File: config.mk
export PLATFORM = sky130hd
export DESIGN_NAME = lbrf_sqrt
export DESIGN_NICKNAME = d
export VERILOG_FILES = /design/src/sv/lbrf_pkg.sv /design/src/sv/lbrf_sqrt.sv
export SDC_FILE = /design/constraint.sdc
export NUM_CORES = 2
export LEC_CHECK = 0
export BUFFER_PORTS_ARGS = -buffer_cell sky130_fd_sc_hd__buf_2
export CAP_MARGIN = 10
export CORE_MARGIN = 2
export CORE_UTILIZATION = 40
export DETAILED_ROUTE_END_ITERATION = 12
export GPL_TIMING_DRIVEN = 0
export SKIP_CTS_REPAIR_TIMING = 1
export SLEW_MARGIN = 10
export SYNTH_ARGS = -nofsm -noshare
export SYNTH_HDL_FRONTEND = slang
export SYNTH_MEMORY_MAX_BITS = 65536
export SYNTH_SLANG_ARGS = --single-unit
export TNS_END_PERCENT = 5
File: constraint.sdc
create_clock -name clk_i -period 3.1 [get_ports clk_i]
set_clock_uncertainty 0.1 [all_clocks]
set_input_delay 0.155 -clock clk_i [delete_from_list [all_inputs] [get_ports clk_i]]
set_output_delay 0.155 -clock clk_i [all_outputs]
set_load 0.02 [all_outputs]
File: src/sv/lbrf_pkg.sv
`timescale 1ns / 1ps

package lbrf_pkg;

  // Default word width of every momentum and energy field.
  localparam int WORD_BITS = 32;

  typedef enum logic [1:0] {
    FAULT_OK   = 2'd0,
    FAULT_PASS = 2'd1,
    FAULT_SAT  = 2'd2,
    FAULT_REST = 2'd3
  } fault_e;

  // Status of one divider result.
  typedef struct packed {
    logic neg;
    logic ovf;
  } div_flags_t;

endpackage

File: src/sv/lbrf_sqrt.sv
`timescale 1ns / 1ps

// Pipelined integer square root, one root bit per stage, floor result.
module lbrf_sqrt #(
  parameter int RW  = lbrf_pkg::WORD_BITS,
  parameter int SBW = 1
) (
  input  logic            clk_i,
  input  logic            rst_ni,
  input  logic            en_i,
  input  logic            vld_i,
  input  logic [2*RW-1:0] rad_i,
  input  logic [SBW-1:0]  sb_i,
  output logic            vld_o,
  output logic [RW-1:0]   root_o,
  output logic [SBW-1:0]  sb_o
);

  logic            vld_q  [RW];
  logic [RW+1:0]   rem_q  [RW];
  logic [RW-1:0]   root_q [RW];
  logic [2*RW-1:0] rad_q  [RW];
  logic [SBW-1:0]  sb_q   [RW];

  for (genvar k = 0; k < RW; k++) begin : g_stage
    logic            vin;
    logic [RW+1:0]   rin;
    logic [RW-1:0]   tin;
    logic [2*RW-1:0] xin;
    logic [SBW-1:0]  sin;
    logic [RW+3:0]   cur;
    logic [RW+3:0]   trial;
    logic [RW+3:0]   diff;
    logic            ge;

    if (k == 0) begin : g_first
      assign vin = vld_i;
      assign rin = '0;
      assign tin = '0;
      assign xin = rad_i;
      assign sin = sb_i;
    end else begin : g_next
      assign vin = vld_q[k-1];
      assign rin = rem_q[k-1];
      assign tin = root_q[k-1];
      assign xin = rad_q[k-1];
      assign sin = sb_q[k-1];
    end

    // Bring down two radicand bits, try root*4+1.
    assign cur   = {rin, xin[2*RW-1 -: 2]};
    assign trial = {2'b00, tin, 2'b01};
    assign ge    = (cur >= trial);
    assign diff  = cur - trial;

    always_ff @(posedge clk_i or negedge rst_ni) begin
      if (!rst_ni) begin
        vld_q[k] <= 1'b0;
      end else if (en_i) begin
        vld_q[k] <= vin;
      end
    end

    always_ff @(posedge clk_i) begin
      if (en_i) begin
        rem_q[k]  <= ge ? diff[RW+1:0] : cur[RW+1:0];
        root_q[k] <= {tin[RW-2:0], ge};
        rad_q[k]  <= {xin[2*RW-3:0], 2'b00};
        sb_q[k]   <= sin;
      end
    end
  end

  assign vld_o  = vld_q[RW-1];
  assign root_o = root_q[RW-1];
  assign sb_o   = sb_q[RW-1];

endmodule

==> results.cfg <==
[setup_path]
arrival_ns = 4.09
path_max_fanout = 10
r2r_start = rem_q[0][182]
worstSetupPathType = reg2reg
rrSetupSlack_ns = -0.44
cp.required_ns = 3.65
cp-end-kind = flop
r2r-end = rem_q[0][213]
reg2reg_depth = 8
cp-start-kind = flop

[synth]
synthCells = 9264
ys_seq_area_share_pct = 64.4
postSynthNetCount = 9895
netlist_area_sq_um = 120000
synth_warnings = 0
synthFlopType = edfxtp_1
async_flop_share_pct = 1.24
syn_avg_cell_area_sq_um = 13.0
synth_edf_count = 2555
yosys_register_bits = 2587
synth_cell_type_count = 97

[timing]
finalCritPeriodShare_pct = 114
hold_violations = 126
hold_slack_ns = -0.271
max_slew.worst_pin.slew_ns = 0.931
drv_slew = 0
setup_ws_ns = -0.436
setup_tns_ns = -101.35
period_minus_slack_ns = 3.54
setup_violations = 784
fmax_mhz = 283
grt_setup_unrepaired = yes
slew_headroom_pct = 37.9

[finish]
final_nets = 10600
final_area_sq_um = 142000
layout_common_cells = edfxtp_1 (2555), inv_1 (701), nor2_1 (569)
stdcell_count = 14200
mostFrequentLayoutCell = edfxtp_1
utilization_pct = 47.6
drive_gt1_share_pct = 14.2
area_growth_pct = 18.4

[global_route]
grt_pass1_wl_microns = 398000
grt_pass1_vias = 72100
grt_usage_pct = 16.1
grt_overflow = 0
antenna_found_initial = 2
grt_max_degree = 168

[clock_network]
clk_path_buf_depth = 4
htree_levels = 5
clock_sinks = 2587
clkTransAtPathRegs_ns = 0.06
cts_tree = yes
insertion_delay_ns = 0.88
cts_buffers = 298
cts_root_buffer = clkbuf_16

[min_path]
hp-class = in2reg
hold_start = en_i
whs_path_depth = 1
hold_end = sb_q[0][0]

[placed_design]
place_hpwl_microns = 183000
pre_cts_ws_ns = -2.01
portBuffers = 102
routabilityCongestion = 0.886
dp.cells = 13300
dpl-instance-area_sq_um = 126000

[flow_run]
cap_violations = 0

[pwr]
p_leak_nw = 54.2
ir_drop_mv = 0.516
report.power.total_mw = 105
p_per_area_nw_per_um2 = 734

[route]
num_vias = 73900
drt-total-wl_microns = 259000
drc = 0
drt_iter0_markers = 5287
ant_nets = 0
vias_per_cell = 5.22
firstDrtPassIters = 6
wire_per_inst_microns = 18.3

[die]
ios = 103
die_w_microns = 552
core.rowCount = 201
core_area_sq_um = 300000
die_y_microns = 552
initial_core_util_pct = 40.2
die-area_sq_um = 305000

[outcome]
status = complete, but fails checks
violations = hold timing, setup timing
## power breakdown
group          internal, mW  switching [mW]
registers              44.3            3.17
logic                  9.86            12.8
clock network          20.3            14.3
total                  74.4            30.2
## layer usage
layer	vias up	track usage (%)	part of all wire, %
met5	-	0	0
met3	561	1.97	3.6
li1	35900	-	-
met1	35900	20.2	42
met4	0	6.26	3.9
met2	1581	28.3	50
## worst max-delay path by stage
stage                        from       endpoint  slack, ns  cells past startpoint
floorplan           rem_q[0][118]  rem_q[0][163]      -0.16                     10
global placement             en_i   rad_q[0][10]     -38.08                      1
detailed placement  root_q[6][32]  rem_q[1][362]      -2.01                     14
CTS                 root_q[6][32]  rem_q[1][362]      -2.08                     14
global route        rem_q[0][182]  rem_q[0][229]      -0.50                      8
finish              rem_q[0][182]  rem_q[0][213]      -0.44                      8
## registers in the layout (all words and copies together), names as in the netlist
| name | flops |
|---|---|
| rem_q | 1003 |
| vld_o | 1 |
| rad_q | 992 |
| sb_q | 32 |
| root_q | 528 |
| g_stage.vin | 31 |
## logic make-up after synthesis
| logic type | share of synthesized area (%) |
|---|---|
| adders and majority gates | 5.84 |
| buffers and inverters | 2.86 |
| muxes | 1.12 |
| xor gates and xnor gates | 6.09 |
| DFF | 64.4 |
| AOI/OAI and AO/OA | 9.79 |
| other | 0.00312 |
| and+or+nand+nor | 9.85 |
## critical path: stages (launching register included)
cell and delay (ns):
edfxtp_1 0.42, or4_4 0.56, or3_4 0.36, or4b_4 0.61, or4b_4 0.50, buf_6 0.16
nand2_1 0.16, nor3_1 0.09, xor2_1 0.33
## cells in the mapped netlist (all sizes together), types with 123 or more instances
library cell	number	area share (%)
edfxtp	2555	64
inv	715	2.2
clkbuf	165	0.51
nand3	155	0.65
a21oi	593	2.5
xor2	402	2.9
xnor2	435	3.2
nor3	222	0.92
nor2	597	1.9
ha	562	5.8
o21ai	444	1.8
nor4	123	0.65
nand2	573	1.8
a21o	273	1.7
## layout make-up
class | count | area, sq um
multi-input cells | 5766 | 42300
clock inverters | 180 | 1960
repair buffers | 446 | 4110
fillers | 26100 | 157000
inverters | 715 | 2700
plain buffers | 162 | 1130
clock buffers | 359 | 7740
flip-flops and latches | 2587 | 77500
well taps | 3958 | 4950
diodes | 3 | 7.51
Note: power is estimated with default switching activity, not from simulation.
