`src/sv/lbrf_pkg.sv`:
```
`timescale 1ns / 1ps

package lbrf_pkg;

  // Default word width of every momentum and energy field.
  localparam int WORD_BITS = 32;

  typedef enum logic [1:0] {
    FAULT_OK   = 2'd0,
    FAULT_PASS = 2'd1,
    FAULT_SAT  = 2'd2,
    FAULT_REST = 2'd3
  } fault_e;

  // Status of one divider result.
  typedef struct packed {
    logic neg;
    logic ovf;
  } div_flags_t;

endpackage

```
`src/sv/lbrf_div.sv`:
```
`timescale 1ns / 1ps

// Pipelined restoring divider on magnitudes, one quotient bit per stage.
// Flags an overflow when the quotient magnitude needs more than QW bits.
module lbrf_div #(
  parameter int NW  = 2 * lbrf_pkg::WORD_BITS + 2,
  parameter int DW  = lbrf_pkg::WORD_BITS + 1,
  parameter int QW  = lbrf_pkg::WORD_BITS,
  parameter int SBW = 1
) (
  input  logic                     clk_i,
  input  logic                     rst_ni,
  input  logic                     en_i,
  input  logic                     vld_i,
  input  logic signed [NW-1:0]     num_i,
  input  logic signed [DW-1:0]     den_i,
  input  logic [SBW-1:0]           sb_i,
  output logic                     vld_o,
  output logic [QW-1:0]            quo_o,
  output lbrf_pkg::div_flags_t     flags_o,
  output logic [SBW-1:0]           sb_o
);

  localparam int HW = NW - QW;

  logic [NW-1:0]    nmag;
  logic [DW-1:0]    dmag;
  logic [HW+DW-1:0] hi_x;
  logic [HW+DW-1:0] dm_x;

  assign nmag = num_i[NW-1] ? NW'(-num_i) : NW'(num_i);
  assign dmag = den_i[DW-1] ? DW'(-den_i) : DW'(den_i);
  assign hi_x = {{DW{1'b0}}, nmag[NW-1:QW]};
  assign dm_x = {{HW{1'b0}}, dmag};

  logic                 vld_q [QW+1];
  logic [DW-1:0]        rem_q [QW+1];
  logic [QW-1:0]        low_q [QW+1];
  logic [DW-1:0]        dm_q  [QW+1];
  lbrf_pkg::div_flags_t fl_q  [QW+1];
  logic [SBW-1:0]       sb_q  [QW+1];

  // Entry stage: magnitudes, sign and the overflow test on the high part.
  always_ff @(posedge clk_i or negedge rst_ni) begin
    if (!rst_ni) begin
      vld_q[0] <= 1'b0;
    end else if (en_i) begin
      vld_q[0] <= vld_i;
    end
  end

  always_ff @(posedge clk_i) begin
    if (en_i) begin
      rem_q[0] <= hi_x[DW-1:0];
      low_q[0] <= nmag[QW-1:0];
      dm_q[0]  <= dmag;
      fl_q[0]  <= '{neg: num_i[NW-1] ^ den_i[DW-1], ovf: (hi_x >= dm_x)};
      sb_q[0]  <= sb_i;
    end
  end

  for (genvar k = 0; k < QW; k++) begin : g_step
    logic [DW-1:0] sh;
    logic          ge;

    assign sh = {rem_q[k][DW-2:0], low_q[k][QW-1]};
    assign ge = (sh >= dm_q[k]);

    always_ff @(posedge clk_i or negedge rst_ni) begin
      if (!rst_ni) begin
        vld_q[k+1] <= 1'b0;
      end else if (en_i) begin
        vld_q[k+1] <= vld_q[k];
      end
    end

    // Shift numerator bits out at the top, quotient bits in at the bottom.
    always_ff @(posedge clk_i) begin
      if (en_i) begin
        rem_q[k+1] <= ge ? (sh - dm_q[k]) : sh;
        low_q[k+1] <= {low_q[k][QW-2:0], ge};
        dm_q[k+1]  <= dm_q[k];
        fl_q[k+1]  <= fl_q[k];
        sb_q[k+1]  <= sb_q[k];
      end
    end
  end

  assign vld_o   = vld_q[QW];
  assign quo_o   = low_q[QW];
  assign flags_o = fl_q[QW];
  assign sb_o    = sb_q[QW];

endmodule

```
`config.mk`:
```
export PLATFORM = sky130hd
export DESIGN_NAME = lbrf_div
export DESIGN_NICKNAME = d
export VERILOG_FILES = /design/src/sv/lbrf_pkg.sv /design/src/sv/lbrf_div.sv
export SDC_FILE = /design/constraint.sdc
export NUM_CORES = 2
export LEC_CHECK = 0
export BUFFER_PORTS_ARGS = -buffer_cell sky130_fd_sc_hd__buf_2
export CAP_MARGIN = 20
export CORE_MARGIN = 2
export CORE_UTILIZATION = 65
export DETAILED_ROUTE_END_ITERATION = 8
export PLACE_DENSITY = 0.82
export SLEW_MARGIN = 20
export SYNTH_ARGS = -nofsm -noshare
export SYNTH_HDL_FRONTEND = slang
export SYNTH_SLANG_ARGS = --single-unit
export TNS_END_PERCENT = 100
```
`constraint.sdc`:
```
create_clock -name clk_i -period 8.85 [get_ports clk_i]
set_input_delay 2.2125 -clock clk_i [delete_from_list [all_inputs] [get_ports clk_i]]
set_output_delay 2.2125 -clock clk_i [all_outputs]
set_load 0.05 [all_outputs]
```
==> results.py <==
metrics = {
    "run_status": {
        "status": "finished, final reports clean",
    },
    "clocking": {
        "cts_root_buffer": "clkbuf_16",
        "insertion_delay_ns": 0.95,
        "cts_buffer_depth": 4,
        "ctsHoldBuffers": 0,
        "clk_pin_slew_worst_paths_ns": 0.06,
        "cts_buffers": 339,
        "cts_resized": 0,
        "cts_tree": "built",
        "cts_setup_buffers": 0,
        "clock_sinks": 3268,
        "htree_levels": 5,
    },
    "critical_path": {
        "worstPathRequired_ns": 9.51,
        "path_class": "in2reg",
        "worstPathMaxFanout": 5,
        "reg2regPathDepth": 14,
        "startpoint": "num_i[13]",
        "crit_end": "fl_q[0][0]$_DFFE_PP_",
        "reg2reg_from": "dm_q[0][463]$_DFFE_PP_",
        "r2r_slack_ns": 3.95,
        "startpoint_type": "input pin",
        "worstSetupEndpointType": "register",
        "rr_endpoint": "rem_q[0][500]$_DFFE_PP_",
        "arrival_ns": 7.41,
    },
    "sta": {
        "finalHoldViolations": 0,
        "tightest_slew_ns": 1.19,
        "maxSlewHeadroom_pct": 20.0,
        "tns_ns": 0,
        "rsz0062_at_grt": "false",
        "layout_min_cycle_time_ns": 6.75,
        "clock.fmax_ghz": 0.148,
        "finalSetupViolCount": 0,
        "slew_viol_final": 0,
        "min_period_over_period_pct": 76.3,
        "skew_ns": 0.0583,
    },
    "yosys": {
        "yosysSeqAreaShare_pct": 58.8,
        "synth_fp_nets": 15000,
        "syn_area_per_cell_um2": 12.1,
        "synth_cell_types": 89,
        "synth_seq_cells": 3268,
        "synth_edf_count": 3235,
        "yosys_most_used_dff": "edfxtp_1",
        "async_flop_share_pct": 1.01,
        "ys_top_cells_by_area": "edfxtp_1 (58%), ha_1 (8.2%), o21ai_0 (3.1%), inv_1 (3.0%), xnor2_1 (2.8%)",
        "syn_area_mm2": 0.167,
        "yosys_warnings": 0,
        "synth_largest_area_cell": "edfxtp_1",
        "synth_cells": 13700,
        "yosysTopAreaCellShare_pct": 58.3,
    },
    "layout": {
        "final_cell_mix": "edfxtp_1 (3235), inv_1 (1349), ha_1 (1091)",
        "area_delta_synth_final_pct": 9.71,
        "postLayoutCoreUtil_pct": 71.8,
        "final_common_cell": "edfxtp_1",
        "layout-drive-gt1-share_pct": 8.62,
        "nets": 15200,
    },
    "worst_hold_path": {
        "min-delay-start": "low_q[0][613]$_DFFE_PP_",
        "hp-class": "reg2reg",
    },
    "floorplan": {
        "die_w_um": 510,
        "coreArea_mm2": 0.254,
        "pin_count": 140,
        "die_y_um": 510,
        "die-area_mm2": 0.260,
        "initial_core_util_pct": 65.5,
        "std_cell_rows": 185,
    },
    "global_routing": {
        "grt_pass1_vias": 107000,
        "grt_pass1_wl_mm": 596,
        "track_usage_pct": 29.3,
        "grt_max_degree": 205,
        "antenna_found_initial": 40,
        "grt_overflow_total": 0,
    },
    "routing": {
        "firstDrtPassIters": 9,
        "dr.first_iter.drc_count": 11000,
        "drcViolationCount": 0,
        "vias": 109000,
        "finalWirelength_mm": 388,
        "ant_nets": 0,
        "via_per_inst": 6.16,
        "wl_per_cell_um": 22.0,
    },
    "power": {
        "p_leak_nw": 74.3,
        "peakVddDrop_mv": 0.252,
        "p_per_area_mw_per_mm2": 356,
    },
    "placement": {
        "hpwl_mm": 283,
        "gp_congestion": 0.957,
        "port_buffers": 139,
    },
    "flow_run": {
        "cap_violations": 0,
    },
}
metrics by stage:
step           setup WS [ns]  instances  hold WS, ns  area (µm²)  power (W)
4_1_cts                 2.18      17600        0.389      183000     0.0649
5_1_grt                 1.87      17600        0.408      183000     0.0689
3_3_place_gp            1.22      17000        0.400      171000     0.0492
3_5_place_dp            1.21      17000        0.405      171000     0.0501
6_report                2.10      17600        0.396      183000     0.0651
2_1_floorplan           1.81      13700        0.400      167000     0.0429
power breakdown:
group | internal [W] | switching [W] | total (W)
clock | 0.00833 | 0.00614 | 0.0145
combinational | 0.0112 | 0.0156 | 0.0267
sequential | 0.0217 | 0.00217 | 0.0239
cells by family (layout without fill, tap and decap cells):
kind of cell | Yosys count | count (layout) | share of synthesized area, %
fa+ha+maj | 1122 | 1122 | 8.57
mux | 396 | 396 | 2.65
other cells | 0 | 12 | 0
compound gates | 3527 | 3527 | 13.2
flops | 3268 | 3268 | 58.8
simple gates | 2825 | 2825 | 8.12
buf+inv | 1688 | 2182 | 3.82
xor+xnor | 921 | 921 | 4.84
flip-flops by register name (all words and copies together) (netlist names):
name / flops
dm_q: 1056
fl_q: 66
low_q: 1056
rem_q: 1024
sb_q: 33
vld_o: 1
vld_q: 32
critical path, stage by stage:
cell and delay, ns:
buf_2 0.12, or4_4 0.57, nor4b_2 0.27, nand2b_1 0.12
or2_1 0.23, or3_4 0.39, or4_4 0.44, or4_4 0.46
or3_4 0.42, nand2b_4 0.20, o41ai_4 0.24, xnor2_1 0.19
ha_1 0.29, a21o_1 0.16, a21o_1 0.16, a21oi_1 0.24
o211ai_1 0.15, a21oi_1 0.19, o22ai_1 0.10, a211o_1 0.26
cells in the mapped netlist (124+ instances only):
cell and n:
edfxtp_1 3235, inv_1 1349, ha_1 1091, nand2_1 1053, o21ai_0 1036, a21oi_1 934
nor2_1 570, a21o_1 551, xnor2_1 535, xor2_1 386, mux2_2 364, clkbuf_1 328
nand4_1 181, nor2b_1 176, o21a_1 168, nand2b_1 167, nand3_1 156, o21bai_1 136
nor3_1 124
final cells by class:
cell class                      instances  area, µm²
Antenna cell                           12       30.0
Timing Repair Buffer                  218       1660
Clock buffer                          394       8750
Multi-Input combinational cell       8791      62500
Sequential cell                      3268      98000
Inverter                             1349       5060
Fill cell                           16900      71700
Tap cell                             3366       4210
Clock inverter                        221       2470
routing by layer:
layer | vias up | track usage [%] | share of wire, %
met5 | - | 0 | 0.050
met4 | 30 | 12.1 | 4.4
met3 | 1001 | 3.73 | 5.8
met2 | 3934 | 50.4 | 50
met1 | 52600 | 37.8 | 40
li1 | 51000 | - | -
worst min-delay path by stage:
stage | cells past startpoint | end | slack, ns
finish | 0 | low_q[0][646]$_DFFE_PP_ | 0.40
global route | 0 | low_q[0][37]$_DFFE_PP_ | 0.41
CTS | 0 | low_q[0][646]$_DFFE_PP_ | 0.39
detailed placement | 0 | low_q[0][1000]$_DFFE_PP_ | 0.40
global placement | 0 | low_q[0][785]$_DFFE_PP_ | 0.40
floorplan | 0 | fl_q[10][0]$_DFFE_PP_ | 0.40
No activity file was read; power rests on OpenSTA's default activity.
